### config.mk
export PLATFORM = sky130hd
export DESIGN_NAME = dma_channel_descriptor_engine_flat
export DESIGN_NICKNAME = d
export VERILOG_FILES = /design/src/sv/dcde_pkg.sv /design/src/sv/dcde_in_if.sv /design/src/sv/dcde_out_if.sv /design/src/sv/dcde_ctrl.sv /design/src/sv/dcde_datapath.sv /design/src/sv/dma_channel_descriptor_engine.sv /design/src/flat_wrapper.sv
export SDC_FILE = /design/constraint.sdc
export NUM_CORES = 1
export LEC_CHECK = 0
export BUFFER_PORTS_ARGS = -buffer_cell sky130_fd_sc_hd__buf_2
export CAP_MARGIN = 15
export CELL_PAD_IN_SITES_DETAIL_PLACEMENT = 1
export CELL_PAD_IN_SITES_GLOBAL_PLACEMENT = 1
export CORE_MARGIN = 2
export CORE_UTILIZATION = 24
export DETAILED_ROUTE_END_ITERATION = 8
export PLACE_DENSITY = 0.42
export SLEW_MARGIN = 40
export SYNTH_ARGS = -nofsm -noshare
export SYNTH_HDL_FRONTEND = slang
export SYNTH_SLANG_ARGS = --single-unit
### constraint.sdc
create_clock -name i_clk -period 8.4 [get_ports i_clk]
set_input_delay 1.26 -clock i_clk [delete_from_list [all_inputs] [get_ports i_clk]]
set_output_delay 1.26 -clock i_clk [all_outputs]
set_load 0.05 [all_outputs]
### src/sv/dcde_pkg.sv
// dcde_pkg: shared types and constants of the dma channel descriptor engine
// holds action codes, mode field layout, and controller/datapath structs
// no dependencies
package dcde_pkg;

    // action codes of an input transfer
    localparam logic [1:0] ACT_SETUP  = 2'd0;
    localparam logic [1:0] ACT_STOP   = 2'd1;
    localparam logic [1:0] ACT_VBLANK = 2'd2;
    localparam logic [1:0] ACT_HBLANK = 2'd3;

    // mode half-word layout (control word bits 31:16)
    localparam int MODE_DEST_LSB   = 5;
    localparam int MODE_SRC_LSB    = 7;
    localparam int MODE_REPEAT_BIT = 9;
    localparam int MODE_WIDE_BIT   = 10;
    localparam int MODE_TIM_LSB    = 12;
    localparam int MODE_ENABLE_BIT = 15;

    // timing codes
    localparam logic [1:0] TIM_NOW    = 2'd0;
    localparam logic [1:0] TIM_VBLANK = 2'd1;
    localparam logic [1:0] TIM_HBLANK = 2'd2;

    // address modes
    localparam logic [1:0] AM_INC    = 2'd0;
    localparam logic [1:0] AM_DEC    = 2'd1;
    localparam logic [1:0] AM_FIXED  = 2'd2;
    localparam logic [1:0] AM_RELOAD = 2'd3;

    // unit count when the written count is zero
    localparam logic [16:0] COUNT_ZERO_CH3   = 17'h10000;
    localparam logic [16:0] COUNT_ZERO_OTHER = 17'h04000;
    localparam logic [1:0]  CHAN_LONG_COUNT  = 2'd3;

    // descriptors per blank event at most
    localparam int MAX_RUNS = 4;

    // one input item
    typedef struct packed {
        logic [1:0]  action;
        logic [1:0]  channel;
        logic [31:0] source_address;
        logic [31:0] dest_address;
        logic [31:0] control_word;
    } t_req;

    // controller to datapath
    typedef struct packed {
        logic capture;
        logic setup;
        logic stop;
        logic scan;
        logic run;
    } t_cmd;

    // datapath to controller
    typedef struct packed {
        logic [1:0] action;
        logic       ch_ok;
        logic       setup_now;
        logic       scan_any;
        logic       out_free;
        logic       run_last;
    } t_status;

endpackage

### src/sv/dcde_in_if.sv
// dcde_in_if: request channel of the dma channel descriptor engine
// valid/ready handshake with action and set-up payload; no dependencies
interface dcde_in_if;
    logic        valid;
    logic        ready;
    logic [1:0]  action;
    logic [1:0]  channel;
    logic [31:0] source_address;
    logic [31:0] dest_address;
    logic [31:0] control_word;

    modport source (
        output valid, action, channel, source_address, dest_address, control_word,
        input  ready
    );
    modport sink (
        input  valid, action, channel, source_address, dest_address, control_word,
        output ready
    );
endinterface

### src/sv/dcde_out_if.sv
// dcde_out_if: descriptor channel of the dma channel descriptor engine
// valid/ready handshake with one transfer descriptor; no dependencies
interface dcde_out_if;
    logic              valid;
    logic              ready;
    logic [1:0]        run_channel;
    logic [31:0]       run_source;
    logic [31:0]       run_dest;
    logic signed [3:0] source_step;
    logic signed [3:0] dest_step;
    logic [16:0]       unit_count;
    logic              wide_units;
    logic              last_run;

    modport source (
        output valid, run_channel, run_source, run_dest, source_step, dest_step,
               unit_count, wide_units, last_run,
        input  ready
    );
    modport sink (
        input  valid, run_channel, run_source, run_dest, source_step, dest_step,
               unit_count, wide_units, last_run,
        output ready
    );
endinterface

### src/sv/dcde_ctrl.sv
// dcde_ctrl: sequencing state machine of the descriptor engine
// depends on dcde_pkg (t_cmd, t_status, action codes)
module dcde_ctrl (
    input  logic              i_clk,
    input  logic              i_rst_n,
    input  logic              i_valid,
    output logic              o_ready,
    input  dcde_pkg::t_status i_status,
    output dcde_pkg::t_cmd    o_cmd
);

    localparam logic [1:0] ST_IDLE   = 2'd0;
    localparam logic [1:0] ST_DECODE = 2'd1;
    localparam logic [1:0] ST_RUN    = 2'd2;

    logic [1:0] r_state;
    logic [1:0] n_state;

    // requests are taken only in idle
    assign o_ready = (r_state == ST_IDLE);

    // next state and commands
    always_comb begin
        n_state = r_state;
        o_cmd   = '0;
        case (r_state)
            ST_IDLE: begin
                if (i_valid) begin
                    o_cmd.capture = 1'b1;
                    n_state       = ST_DECODE;
                end
            end
            ST_DECODE: begin
                n_state = ST_IDLE;
                case (i_status.action)
                    dcde_pkg::ACT_SETUP: begin
                        if (i_status.ch_ok) begin
                            o_cmd.setup = 1'b1;
                            if (i_status.setup_now) begin
                                n_state = ST_RUN;
                            end
                        end
                    end
                    dcde_pkg::ACT_STOP: begin
                        o_cmd.stop = i_status.ch_ok;
                    end
                    dcde_pkg::ACT_VBLANK, dcde_pkg::ACT_HBLANK: begin
                        o_cmd.scan = 1'b1;
                        if (i_status.scan_any) begin
                            n_state = ST_RUN;
                        end
                    end
                    default: begin
                        n_state = ST_IDLE;
                    end
                endcase
            end
            ST_RUN: begin
                if (i_status.out_free) begin
                    o_cmd.run = 1'b1;
                    if (i_status.run_last) begin
                        n_state = ST_IDLE;
                    end
                end
            end
            default: begin
                n_state = ST_IDLE;
            end
        endcase
    end

    // state register
    always_ff @(posedge i_clk) begin
        if (!i_rst_n) begin
            r_state <= ST_IDLE;
        end else begin
            r_state <= n_state;
        end
    end

endmodule

### src/sv/dcde_datapath.sv
// dcde_datapath: channel registers, start scan, address advance and descriptor register
// depends on dcde_pkg and dcde_out_if
module dcde_datapath #(
    parameter int CHANNELS     = 4,
    parameter int ADDRESS_BITS = 32
) (
    input  logic              i_clk,
    input  logic              i_rst_n,
    input  dcde_pkg::t_req    i_req,
    input  dcde_pkg::t_cmd    i_cmd,
    output dcde_pkg::t_status o_status,
    dcde_out_if.source        o_desc
);

    localparam int CW = (CHANNELS > 1) ? $clog2(CHANNELS) : 1;
    localparam int AW = ADDRESS_BITS;
    localparam int RW = $clog2(dcde_pkg::MAX_RUNS);

    // captured request
    logic [1:0]  r_act;
    logic [1:0]  r_ch;
    logic [31:0] r_saddr;
    logic [31:0] r_daddr;
    logic [31:0] r_ctrl;

    // per-channel state
    logic [AW-1:0]       r_src    [CHANNELS];
    logic [AW-1:0]       r_dst    [CHANNELS];
    logic [AW-1:0]       r_reload [CHANNELS];
    logic [16:0]         r_count  [CHANNELS];
    logic [15:0]         r_mode   [CHANNELS];
    logic [CHANNELS-1:0] r_en;

    // run bookkeeping
    logic [CHANNELS-1:0] r_pending;
    logic [RW-1:0]       r_runs;
    logic                r_immediate;

    // descriptor register
    logic              r_out_valid;
    logic [1:0]        r_o_chan;
    logic [31:0]       r_o_src;
    logic [31:0]       r_o_dst;
    logic signed [3:0] r_o_sstep;
    logic signed [3:0] r_o_dstep;
    logic [16:0]       r_o_count;
    logic              r_o_wide;
    logic              r_o_last;

    logic [3:0]          w_ch4;
    logic                w_ch_ok;
    logic [CW-1:0]       w_idx;
    logic [15:0]         w_new_mode;
    logic [16:0]         w_new_count;
    logic                w_setup_now;
    logic [1:0]          w_timing;
    logic [CHANNELS-1:0] w_match;
    logic [CW-1:0]       w_sel;
    logic [CHANNELS-1:0] w_sel_oh;
    logic                w_last;
    logic [15:0]         w_sel_mode;
    logic                w_wide;
    logic [1:0]          w_sam;
    logic [1:0]          w_dam;
    logic [18:0]         w_delta19;
    logic [AW-1:0]       w_delta;
    logic [AW-1:0]       w_next_src;
    logic [AW-1:0]       w_next_dst;
    logic                w_out_free;

    function automatic logic [AW-1:0] adv(input logic [AW-1:0] a, input logic [1:0] am,
                                          input logic [AW-1:0] d);
        logic [AW-1:0] res;
        case (am)
            dcde_pkg::AM_DEC:   res = a - d;
            dcde_pkg::AM_FIXED: res = a;
            default:            res = a + d;
        endcase
        return res;
    endfunction

    function automatic logic signed [3:0] step_of(input logic [1:0] am, input logic wide);
        logic signed [3:0] res;
        case (am)
            dcde_pkg::AM_FIXED: res = 4'sd0;
            dcde_pkg::AM_DEC:   res = wide ? -4'sd4 : -4'sd2;
            default:            res = wide ? 4'sd4 : 4'sd2;
        endcase
        return res;
    endfunction

    // capture request
    always_ff @(posedge i_clk) begin
        if (i_cmd.capture) begin
            r_act   <= i_req.action;
            r_ch    <= i_req.channel;
            r_saddr <= i_req.source_address;
            r_daddr <= i_req.dest_address;
            r_ctrl  <= i_req.control_word;
        end
    end

    // set-up decode
    assign w_ch4       = {2'b00, r_ch};
    assign w_ch_ok     = (w_ch4 < 4'(CHANNELS));
    assign w_idx       = w_ch4[CW-1:0];
    assign w_new_mode  = r_ctrl[31:16];
    assign w_new_count = (r_ctrl[15:0] != 16'h0000) ? {1'b0, r_ctrl[15:0]} :
                         (r_ch == dcde_pkg::CHAN_LONG_COUNT) ? dcde_pkg::COUNT_ZERO_CH3 :
                         dcde_pkg::COUNT_ZERO_OTHER;
    assign w_setup_now = w_new_mode[dcde_pkg::MODE_ENABLE_BIT] &&
                         (w_new_mode[dcde_pkg::MODE_TIM_LSB +: 2] == dcde_pkg::TIM_NOW);

    // blank event match
    assign w_timing = (r_act == dcde_pkg::ACT_VBLANK) ? dcde_pkg::TIM_VBLANK :
                      dcde_pkg::TIM_HBLANK;
    always_comb begin
        for (int i = 0; i < CHANNELS; i++) begin
            w_match[i] = r_en[i] && (r_mode[i][dcde_pkg::MODE_TIM_LSB +: 2] == w_timing);
        end
    end

    // lowest pending channel runs next
    always_comb begin
        w_sel = '0;
        for (int i = CHANNELS - 1; i >= 0; i--) begin
            if (r_pending[i]) begin
                w_sel = CW'(i);
            end
        end
    end
    assign w_sel_oh = CHANNELS'(1) << w_sel;
    assign w_last   = (r_runs == RW'(dcde_pkg::MAX_RUNS - 1)) ||
                      ((r_pending & ~w_sel_oh) == '0);

    // address advance of the running channel
    assign w_sel_mode = r_mode[w_sel];
    assign w_wide     = w_sel_mode[dcde_pkg::MODE_WIDE_BIT];
    assign w_sam      = w_sel_mode[dcde_pkg::MODE_SRC_LSB +: 2];
    assign w_dam      = w_sel_mode[dcde_pkg::MODE_DEST_LSB +: 2];
    assign w_delta19  = w_wide ? {r_count[w_sel], 2'b00} : {1'b0, r_count[w_sel], 1'b0};
    assign w_delta    = AW'(w_delta19);
    assign w_next_src = adv(r_src[w_sel], w_sam, w_delta);
    assign w_next_dst = (w_dam == dcde_pkg::AM_RELOAD) ? r_reload[w_sel] :
                        adv(r_dst[w_sel], w_dam, w_delta);

    // channel registers
    always_ff @(posedge i_clk) begin
        if (i_cmd.setup) begin
            r_src[w_idx]    <= AW'(r_saddr);
            r_dst[w_idx]    <= AW'(r_daddr);
            r_reload[w_idx] <= AW'(r_daddr);
            r_count[w_idx]  <= w_new_count;
            r_mode[w_idx]   <= w_new_mode;
        end else if (i_cmd.run) begin
            r_src[w_sel] <= w_next_src;
            r_dst[w_sel] <= w_next_dst;
        end
    end

    // channel enables
    always_ff @(posedge i_clk) begin
        if (!i_rst_n) begin
            r_en <= '0;
        end else if (i_cmd.setup) begin
            r_en[w_idx] <= w_new_mode[dcde_pkg::MODE_ENABLE_BIT];
        end else if (i_cmd.stop) begin
            r_en[w_idx] <= 1'b0;
        end else if (i_cmd.run) begin
            if (r_immediate || !w_sel_mode[dcde_pkg::MODE_REPEAT_BIT]) begin
                r_en[w_sel] <= 1'b0;
            end
        end
    end

    // pending starts
    always_ff @(posedge i_clk) begin
        if (!i_rst_n) begin
            r_pending   <= '0;
            r_runs      <= '0;
            r_immediate <= 1'b0;
        end else if (i_cmd.setup) begin
            r_pending   <= w_setup_now ? (CHANNELS'(1) << w_idx) : '0;
            r_runs      <= '0;
            r_immediate <= 1'b1;
        end else if (i_cmd.scan) begin
            r_pending   <= w_match;
            r_runs      <= '0;
            r_immediate <= 1'b0;
        end else if (i_cmd.run) begin
            if (w_last) begin
                r_pending <= '0;
                r_runs    <= '0;
            end else begin
                r_pending <= r_pending & ~w_sel_oh;
                r_runs    <= r_runs + RW'(1);
            end
        end
    end

    // descriptor register
    assign w_out_free = !r_out_valid || o_desc.ready;

    always_ff @(posedge i_clk) begin
        if (!i_rst_n) begin
            r_out_valid <= 1'b0;
        end else if (i_cmd.run) begin
            r_out_valid <= 1'b1;
        end else if (o_desc.ready) begin
            r_out_valid <= 1'b0;
        end
    end

    always_ff @(posedge i_clk) begin
        if (i_cmd.run) begin
            r_o_chan  <= 2'(w_sel);
            r_o_src   <= 32'(r_src[w_sel]);
            r_o_dst   <= 32'(r_dst[w_sel]);
            r_o_sstep <= step_of(w_sam, w_wide);
            r_o_dstep <= step_of(w_dam, w_wide);
            r_o_count <= r_count[w_sel];
            r_o_wide  <= w_wide;
            r_o_last  <= w_last;
        end
    end

    assign o_desc.valid       = r_out_valid;
    assign o_desc.run_channel = r_o_chan;
    assign o_desc.run_source  = r_o_src;
    assign o_desc.run_dest    = r_o_dst;
    assign o_desc.source_step = r_o_sstep;
    assign o_desc.dest_step   = r_o_dstep;
    assign o_desc.unit_count  = r_o_count;
    assign o_desc.wide_units  = r_o_wide;
    assign o_desc.last_run    = r_o_last;

    // status to controller
    assign o_status.action    = r_act;
    assign o_status.ch_ok     = w_ch_ok;
    assign o_status.setup_now = w_setup_now;
    assign o_status.scan_any  = (w_match != '0);
    assign o_status.out_free  = w_out_free;
    assign o_status.run_last  = w_last;

    // a descriptor is never loaded over one still waiting
    a_run_free: assert property (@(posedge i_clk) disable iff (!i_rst_n)
        i_cmd.run |-> w_out_free)
        else $error("descriptor loaded while output register busy");

    // only enabled channels may wait to run
    a_pending_enabled: assert property (@(posedge i_clk) disable iff (!i_rst_n)
        (r_pending & ~r_en) == '0)
        else $error("pending start on a disabled channel");

    // the last descriptor ends the pass
    a_last_clears: assert property (@(posedge i_clk) disable iff (!i_rst_n)
        (i_cmd.run && w_last) |=> (r_pending == '0))
        else $error("pending starts left after last descriptor");

    // a new request finds no start outstanding
    a_capture_idle: assert property (@(posedge i_clk) disable iff (!i_rst_n)
        i_cmd.capture |-> (r_pending == '0))
        else $error("request taken while starts are pending");

endmodule

### src/sv/dma_channel_descriptor_engine.sv
// dma_channel_descriptor_engine: top level of the four-channel dma descriptor engine
// depends on dcde_pkg, dcde_in_if, dcde_out_if, dcde_ctrl, dcde_datapath
//
//   port     dir   handshake     carries
//   i_req    in    valid/ready   action, channel, source/dest address, control word
//   o_desc   out   valid/ready   one transfer descriptor per channel start
//
// a request is taken in idle and decoded in the next cycle; a stop or a set-up that
// starts nothing then returns to idle, while an immediate set-up or a blank event
// with starts moves to the run state and loads one descriptor per start (up to 4)
// the cost per item is set by the controller sequence and the single descriptor register
// a stalled descriptor register holds the sequence in its run state
// synchronous reset clears channel enables, pending starts and the output valid;
// channel addresses, counts and modes are not cleared
module dma_channel_descriptor_engine #(
    parameter int CHANNELS     = 4,
    parameter int ADDRESS_BITS = 32
) (
    input  logic       i_clk,
    input  logic       i_rst_n,
    dcde_in_if.sink    i_req,
    dcde_out_if.source o_desc
);

    dcde_pkg::t_req    w_req;
    dcde_pkg::t_cmd    w_cmd;
    dcde_pkg::t_status w_status;
    logic              w_ready;

    // request payload
    assign w_req.action         = i_req.action;
    assign w_req.channel        = i_req.channel;
    assign w_req.source_address = i_req.source_address;
    assign w_req.dest_address   = i_req.dest_address;
    assign w_req.control_word   = i_req.control_word;
    assign i_req.ready          = w_ready;

    // sequencer
    dcde_ctrl u_ctrl (
        .i_clk    (i_clk),
        .i_rst_n  (i_rst_n),
        .i_valid  (i_req.valid),
        .o_ready  (w_ready),
        .i_status (w_status),
        .o_cmd    (w_cmd)
    );

    // channel state and descriptor datapath
    dcde_datapath #(
        .CHANNELS     (CHANNELS),
        .ADDRESS_BITS (ADDRESS_BITS)
    ) u_datapath (
        .i_clk    (i_clk),
        .i_rst_n  (i_rst_n),
        .i_req    (w_req),
        .i_cmd    (w_cmd),
        .o_status (w_status),
        .o_desc   (o_desc)
    );

endmodule
### src/flat_wrapper.sv
// flat-port wrapper written by rule: the top's interface ports become plain ports
module dma_channel_descriptor_engine_flat 
#(
    parameter int CHANNELS     = 4,
    parameter int ADDRESS_BITS = 32
)
  (i_clk, i_rst_n, i_req_valid, i_req_action, i_req_channel, i_req_source_address, i_req_dest_address, i_req_control_word, i_req_ready, o_desc_valid, o_desc_run_channel, o_desc_run_source, o_desc_run_dest, o_desc_source_step, o_desc_dest_step, o_desc_unit_count, o_desc_wide_units, o_desc_last_run, o_desc_ready);
  dcde_in_if i_req_i ();
  dcde_out_if o_desc_i ();
  input  logic i_clk;
  input  logic i_rst_n;
  input wire logic [$bits(i_req_i.valid)-1:0] i_req_valid;
  input wire logic [$bits(i_req_i.action)-1:0] i_req_action;
  input wire logic [$bits(i_req_i.channel)-1:0] i_req_channel;
  input wire logic [$bits(i_req_i.source_address)-1:0] i_req_source_address;
  input wire logic [$bits(i_req_i.dest_address)-1:0] i_req_dest_address;
  input wire logic [$bits(i_req_i.control_word)-1:0] i_req_control_word;
  output wire logic [$bits(i_req_i.ready)-1:0] i_req_ready;
  output wire logic [$bits(o_desc_i.valid)-1:0] o_desc_valid;
  output wire logic [$bits(o_desc_i.run_channel)-1:0] o_desc_run_channel;
  output wire logic [$bits(o_desc_i.run_source)-1:0] o_desc_run_source;
  output wire logic [$bits(o_desc_i.run_dest)-1:0] o_desc_run_dest;
  output wire logic [$bits(o_desc_i.source_step)-1:0] o_desc_source_step;
  output wire logic [$bits(o_desc_i.dest_step)-1:0] o_desc_dest_step;
  output wire logic [$bits(o_desc_i.unit_count)-1:0] o_desc_unit_count;
  output wire logic [$bits(o_desc_i.wide_units)-1:0] o_desc_wide_units;
  output wire logic [$bits(o_desc_i.last_run)-1:0] o_desc_last_run;
  input wire logic [$bits(o_desc_i.ready)-1:0] o_desc_ready;
  assign i_req_i.valid = i_req_valid;
  assign i_req_i.action = i_req_action;
  assign i_req_i.channel = i_req_channel;
  assign i_req_i.source_address = i_req_source_address;
  assign i_req_i.dest_address = i_req_dest_address;
  assign i_req_i.control_word = i_req_control_word;
  assign i_req_ready = i_req_i.ready;
  assign o_desc_valid = o_desc_i.valid;
  assign o_desc_run_channel = o_desc_i.run_channel;
  assign o_desc_run_source = o_desc_i.run_source;
  assign o_desc_run_dest = o_desc_i.run_dest;
  assign o_desc_source_step = o_desc_i.source_step;
  assign o_desc_dest_step = o_desc_i.dest_step;
  assign o_desc_unit_count = o_desc_i.unit_count;
  assign o_desc_wide_units = o_desc_i.wide_units;
  assign o_desc_last_run = o_desc_i.last_run;
  assign o_desc_i.ready = o_desc_ready;
  dma_channel_descriptor_engine #(.CHANNELS(CHANNELS), .ADDRESS_BITS(ADDRESS_BITS)) u_core (.i_clk(i_clk), .i_rst_n(i_rst_n), .i_req(i_req_i), .o_desc(o_desc_i));
endmodule
==> results.tsv <==
metric	value	unit
Root Buffer	clkbuf_16	
fill count	13300	
reg2reg setup slack	1380	ps
CTS clock-pin slew for the worst setup and hold paths	60	ps
CP endpoint kind	flip-flop	
Min-Delay Path Depth	2	
total length of routed wires	100000	µm
CP bufs+invs	3	
port bufs	189	
Final period util	0.836	
H-tree depth	3	
die area	127000	µm²
Lkg Pwr	12.5	nW
Worst R2R End	u_core.u_datapath.r_src[3][31]$_DFFE_PP_	
syn_area_per_cell	13.5	µm²
number of max-cap violations	0	
clk sinks	682	
Final ANT Viol Nets	0	
switching power	2.72	mW
EDFF count, synth	668	
Net Sw Frac	0.292	
vias per cell	4.75	
asr flop ratio synth	0	
Setup TNS	0	ps
CORE AREA	123000	µm²
Synth Warn #	0	
cts bufs inserted	85	
maximum operating frequency	142	MHz
die width	356	µm
pins over their slew limit	0	
Vias	19500	
RSZ-0062 raised after global routing	no	
startpoint types	flip-flop	
row cnt	129	
most frequent cells in the layout	668 x edfxtp_1, 280 x nand2_1, 189 x buf_2	
Cell Area, Synth	29700	µm²
endpoints failing setup	0	
Net count, final	2573	
Synth area leader	edfxtp_1	
synth-to-layout area growth	19.6	%
Ports	199	
Pwr Density	262	nW/µm²
Worst-Skew Late Latency	670	ps
Tmin final	7020	ps
HP Start	u_core.u_datapath.r_immediate$_SDFFE_PN0P_	
Least-Margin Pin Slew	923	ps
post-synthesis sequential area ratio	0.685	
clock skew	27.5	ps
drt wl/cell	24.4	µm
Total GRT Usage	0.157	
CTS resizes	0	
initial core utilization	0.241	
initial antenna violation count	8	
DRC errors left	0	
Post-CTS Hold Fix Bufs	0	
kind of critical path	flip-flop to flip-flop	
commonest non-fill, non-tap cell in the layout	edfxtp_1	
ranking of synthesized cells by area	edfxtp_1 68%, nand2_1 3.5%, ha_1 2.9%, o21ai_0 2.3%, a222oi_1 2.3%	
number of detailed-route iterations in the first pass	7	
worst path arrival time	7420	ps
routability congestion estimate	0.794	
VDD IR max	138	µV
clock power share	0.388	
DRT iter0 DRCs	1523	
Hold Violations, Final	0	
Synth Instances	2198	
CP Max Fanout	16	
hpwl dp	67000	µm
Hold WC Path Type	flip-flop to flip-flop	
Yosys top cell area share	0.675	
Synth cell types	82	
cell family with most CP delay	compound AO/OA/AOI/OAI gates	
Slowest cell on crit path	o21ai_2	
hold path endpoint	u_core.u_datapath.r_immediate$_SDFFE_PN0P_	
CTS Buffer Depth	3	
ratio of cells with drive above 1 in the final layout	0.174	
die height	356	µm
non-filler instance count after layout	4113	
CP dominant cell by count	nor2_1	
CP max stage delay	680	ps
largest net degree at the start of global routing	75	
Yosys reg bits	682	
Slew HR	0.378	
reg2reg start	u_core.u_datapath.r_pending[3]$_SDFFE_PN0P_	
Gate power share	0.199	
first-pass GRT wire length	145000	µm
R2R depth	25	
# Post-CTS Setup Buffers	0	
Tot Pwr	9.31	mW
vias in the first global route	21000	
CTS tree	yes	
min setup slack post-route	1380	ps
Post-Place Cells	3949	
Power Internal	6.59	mW
sequential share of power	0.413	
dpl ws	1420	ps
status	complete, no violations	
Top FF cell, synth	edfxtp_1	
GRT overflow	0	
Critical Path RT	8800	ps
[flip-flops by register name (all words and copies together) (netlist names), 4 cells and up]
name / count
u_core.u_datapath.r_dst: 128
u_core.u_datapath.r_reload: 128
u_core.u_datapath.r_src: 128
u_core.u_datapath.r_count: 68
u_core.u_datapath.o_desc.run_dest: 32
u_core.u_datapath.o_desc.run_source: 32
u_core.u_datapath.r_daddr: 32
u_core.u_datapath.r_mode: 32
u_core.u_datapath.r_saddr: 32
u_core.u_datapath.r_ctrl: 25
u_core.u_datapath.o_desc.unit_count: 17
u_core.u_datapath.r_en: 4
u_core.u_datapath.r_pending: 4
[how the worst max path moves through the flow]
stage          slack [ps]                                       end                                        start  cells after the start
2_1_floorplan        1290   u_core.u_datapath.r_dst[0][0]$_DFFE_PP_         u_core.u_datapath.r_act[1]$_DFFE_PP_                      5
3_3_place_gp         1360  u_core.u_datapath.r_src[1][30]$_DFFE_PP_  u_core.u_datapath.r_pending[3]$_SDFFE_PN0P_                     25
3_5_place_dp         1420  u_core.u_datapath.r_dst[3][30]$_DFFE_PP_  u_core.u_datapath.r_pending[3]$_SDFFE_PN0P_                     24
4_1_cts              1360  u_core.u_datapath.r_src[3][31]$_DFFE_PP_  u_core.u_datapath.r_pending[3]$_SDFFE_PN0P_                     25
5_1_grt               670  u_core.u_datapath.r_src[3][31]$_DFFE_PP_  u_core.u_datapath.r_pending[3]$_SDFFE_PN0P_                     25
6_report             1380  u_core.u_datapath.r_src[3][31]$_DFFE_PP_  u_core.u_datapath.r_pending[3]$_SDFFE_PN0P_                     25
[layer usage]
layer / global-route usage / share of wire
met1: 0.213 / 0.46
met2: 0.256 / 0.47
met3: 0.0261 / 0.048
met4: 0.0484 / 0.025
met5: 0 / 0.000070
[power groups by stage]
stage,combinational [mW],sequential [mW],clock (mW)
5_1_grt,2.05,3.85,3.86
4_1_cts,1.88,3.85,3.74
2_1_floorplan,1.22,3.90,0
6_report,1.85,3.85,3.61
3_5_place_dp,1.87,3.92,0
3_3_place_gp,1.85,3.91,0
[layout make-up]
| class | count | area [µm²] | share of cell area |
|---|---|---|---|
| diodes | 5 | 12.5 | 0.000352 |
| clock buffers | 105 | 2290 | 0.0643 |
| clock inverters | 53 | 460 | 0.0130 |
| inverters | 52 | 201 | 0.00567 |
| multi-input cells | 1334 | 8730 | 0.246 |
| flip-flops and latches | 682 | 20300 | 0.572 |
| well taps | 1637 | 2050 | 0.0576 |
| repair buffers | 245 | 1450 | 0.0409 |
[synth_stat cells, types with 6 or more instances]
library cell	count
nand2b_1	15
a21oi_1	127
a22o_1	16
nand3_1	19
nand2_1	280
a211oi_1	14
dfxtp_1	14
nor2_1	116
clkbuf_1	94
nor2b_1	14
buf_2	14
o22ai_1	6
a222oi_1	67
a41o_1	12
xor2_1	32
or2_2	19
buf_1	14
xnor2_1	26
o211a_1	6
edfxtp_1	668
nand4_1	13
and2_1	14
inv_1	44
a21o_1	25
o21a_1	18
clkinv_1	6
o21ai_0	136
a22oi_1	10
a221o_1	20
a221oi_1	30
or3_1	8
mux2i_1	40
o21bai_1	13
ha_1	69
o31ai_1	12
o211ai_1	19
a211o_1	6
nor3_1	27
a31oi_1	15
and3_1	10
[stage by stage]
| stage | utilization | hold WS [ps] | cell area [µm²] |
|---|---|---|---|
| global placement | 0.265 | 462 | 32700 |
| global route | 0.288 | 519 | 35500 |
| detailed placement | 0.266 | 470 | 32700 |
| floorplan | - | 443 | 29700 |
| CTS | 0.288 | 480 | 35500 |
| finish | 0.288 | 474 | 35500 |
[kinds of logic (layout without fill, tap and decap cells)]
group	after synthesis	count (layout)	share of synthesized area
compound gates	601	601	0.144
xor+xnor	58	58	0.0171
fa+ha+maj	70	70	0.0294
buf+inv	183	455	0.0255
flops	682	682	0.685
mux	42	42	0.0142
other cells	1	7	0.000126
simple gates	561	561	0.0852
[worst reg2reg max path, cell delays in order (launching register included)]
cell,delay (ps)
dfxtp_1,430
nor3_2,330
nor2_1,200
o21ai_2,680
clkinv_1,210
nor2_1,160
nor2_1,90
inv_1,60
ha_1,180
inv_1,50
or2_2,340
a211o_1,310
a211oi_1,420
and3_1,270
nor2_1,70
xor2_1,420
ha_1,400
and4_1,250
a21oi_1,180
a21oi_1,100
nor3_1,350
o21ai_0,210
a41oi_1,290
xor2_1,250
nor3_1,80
o31ai_1,460
Power figures use the tool's default switching activity.
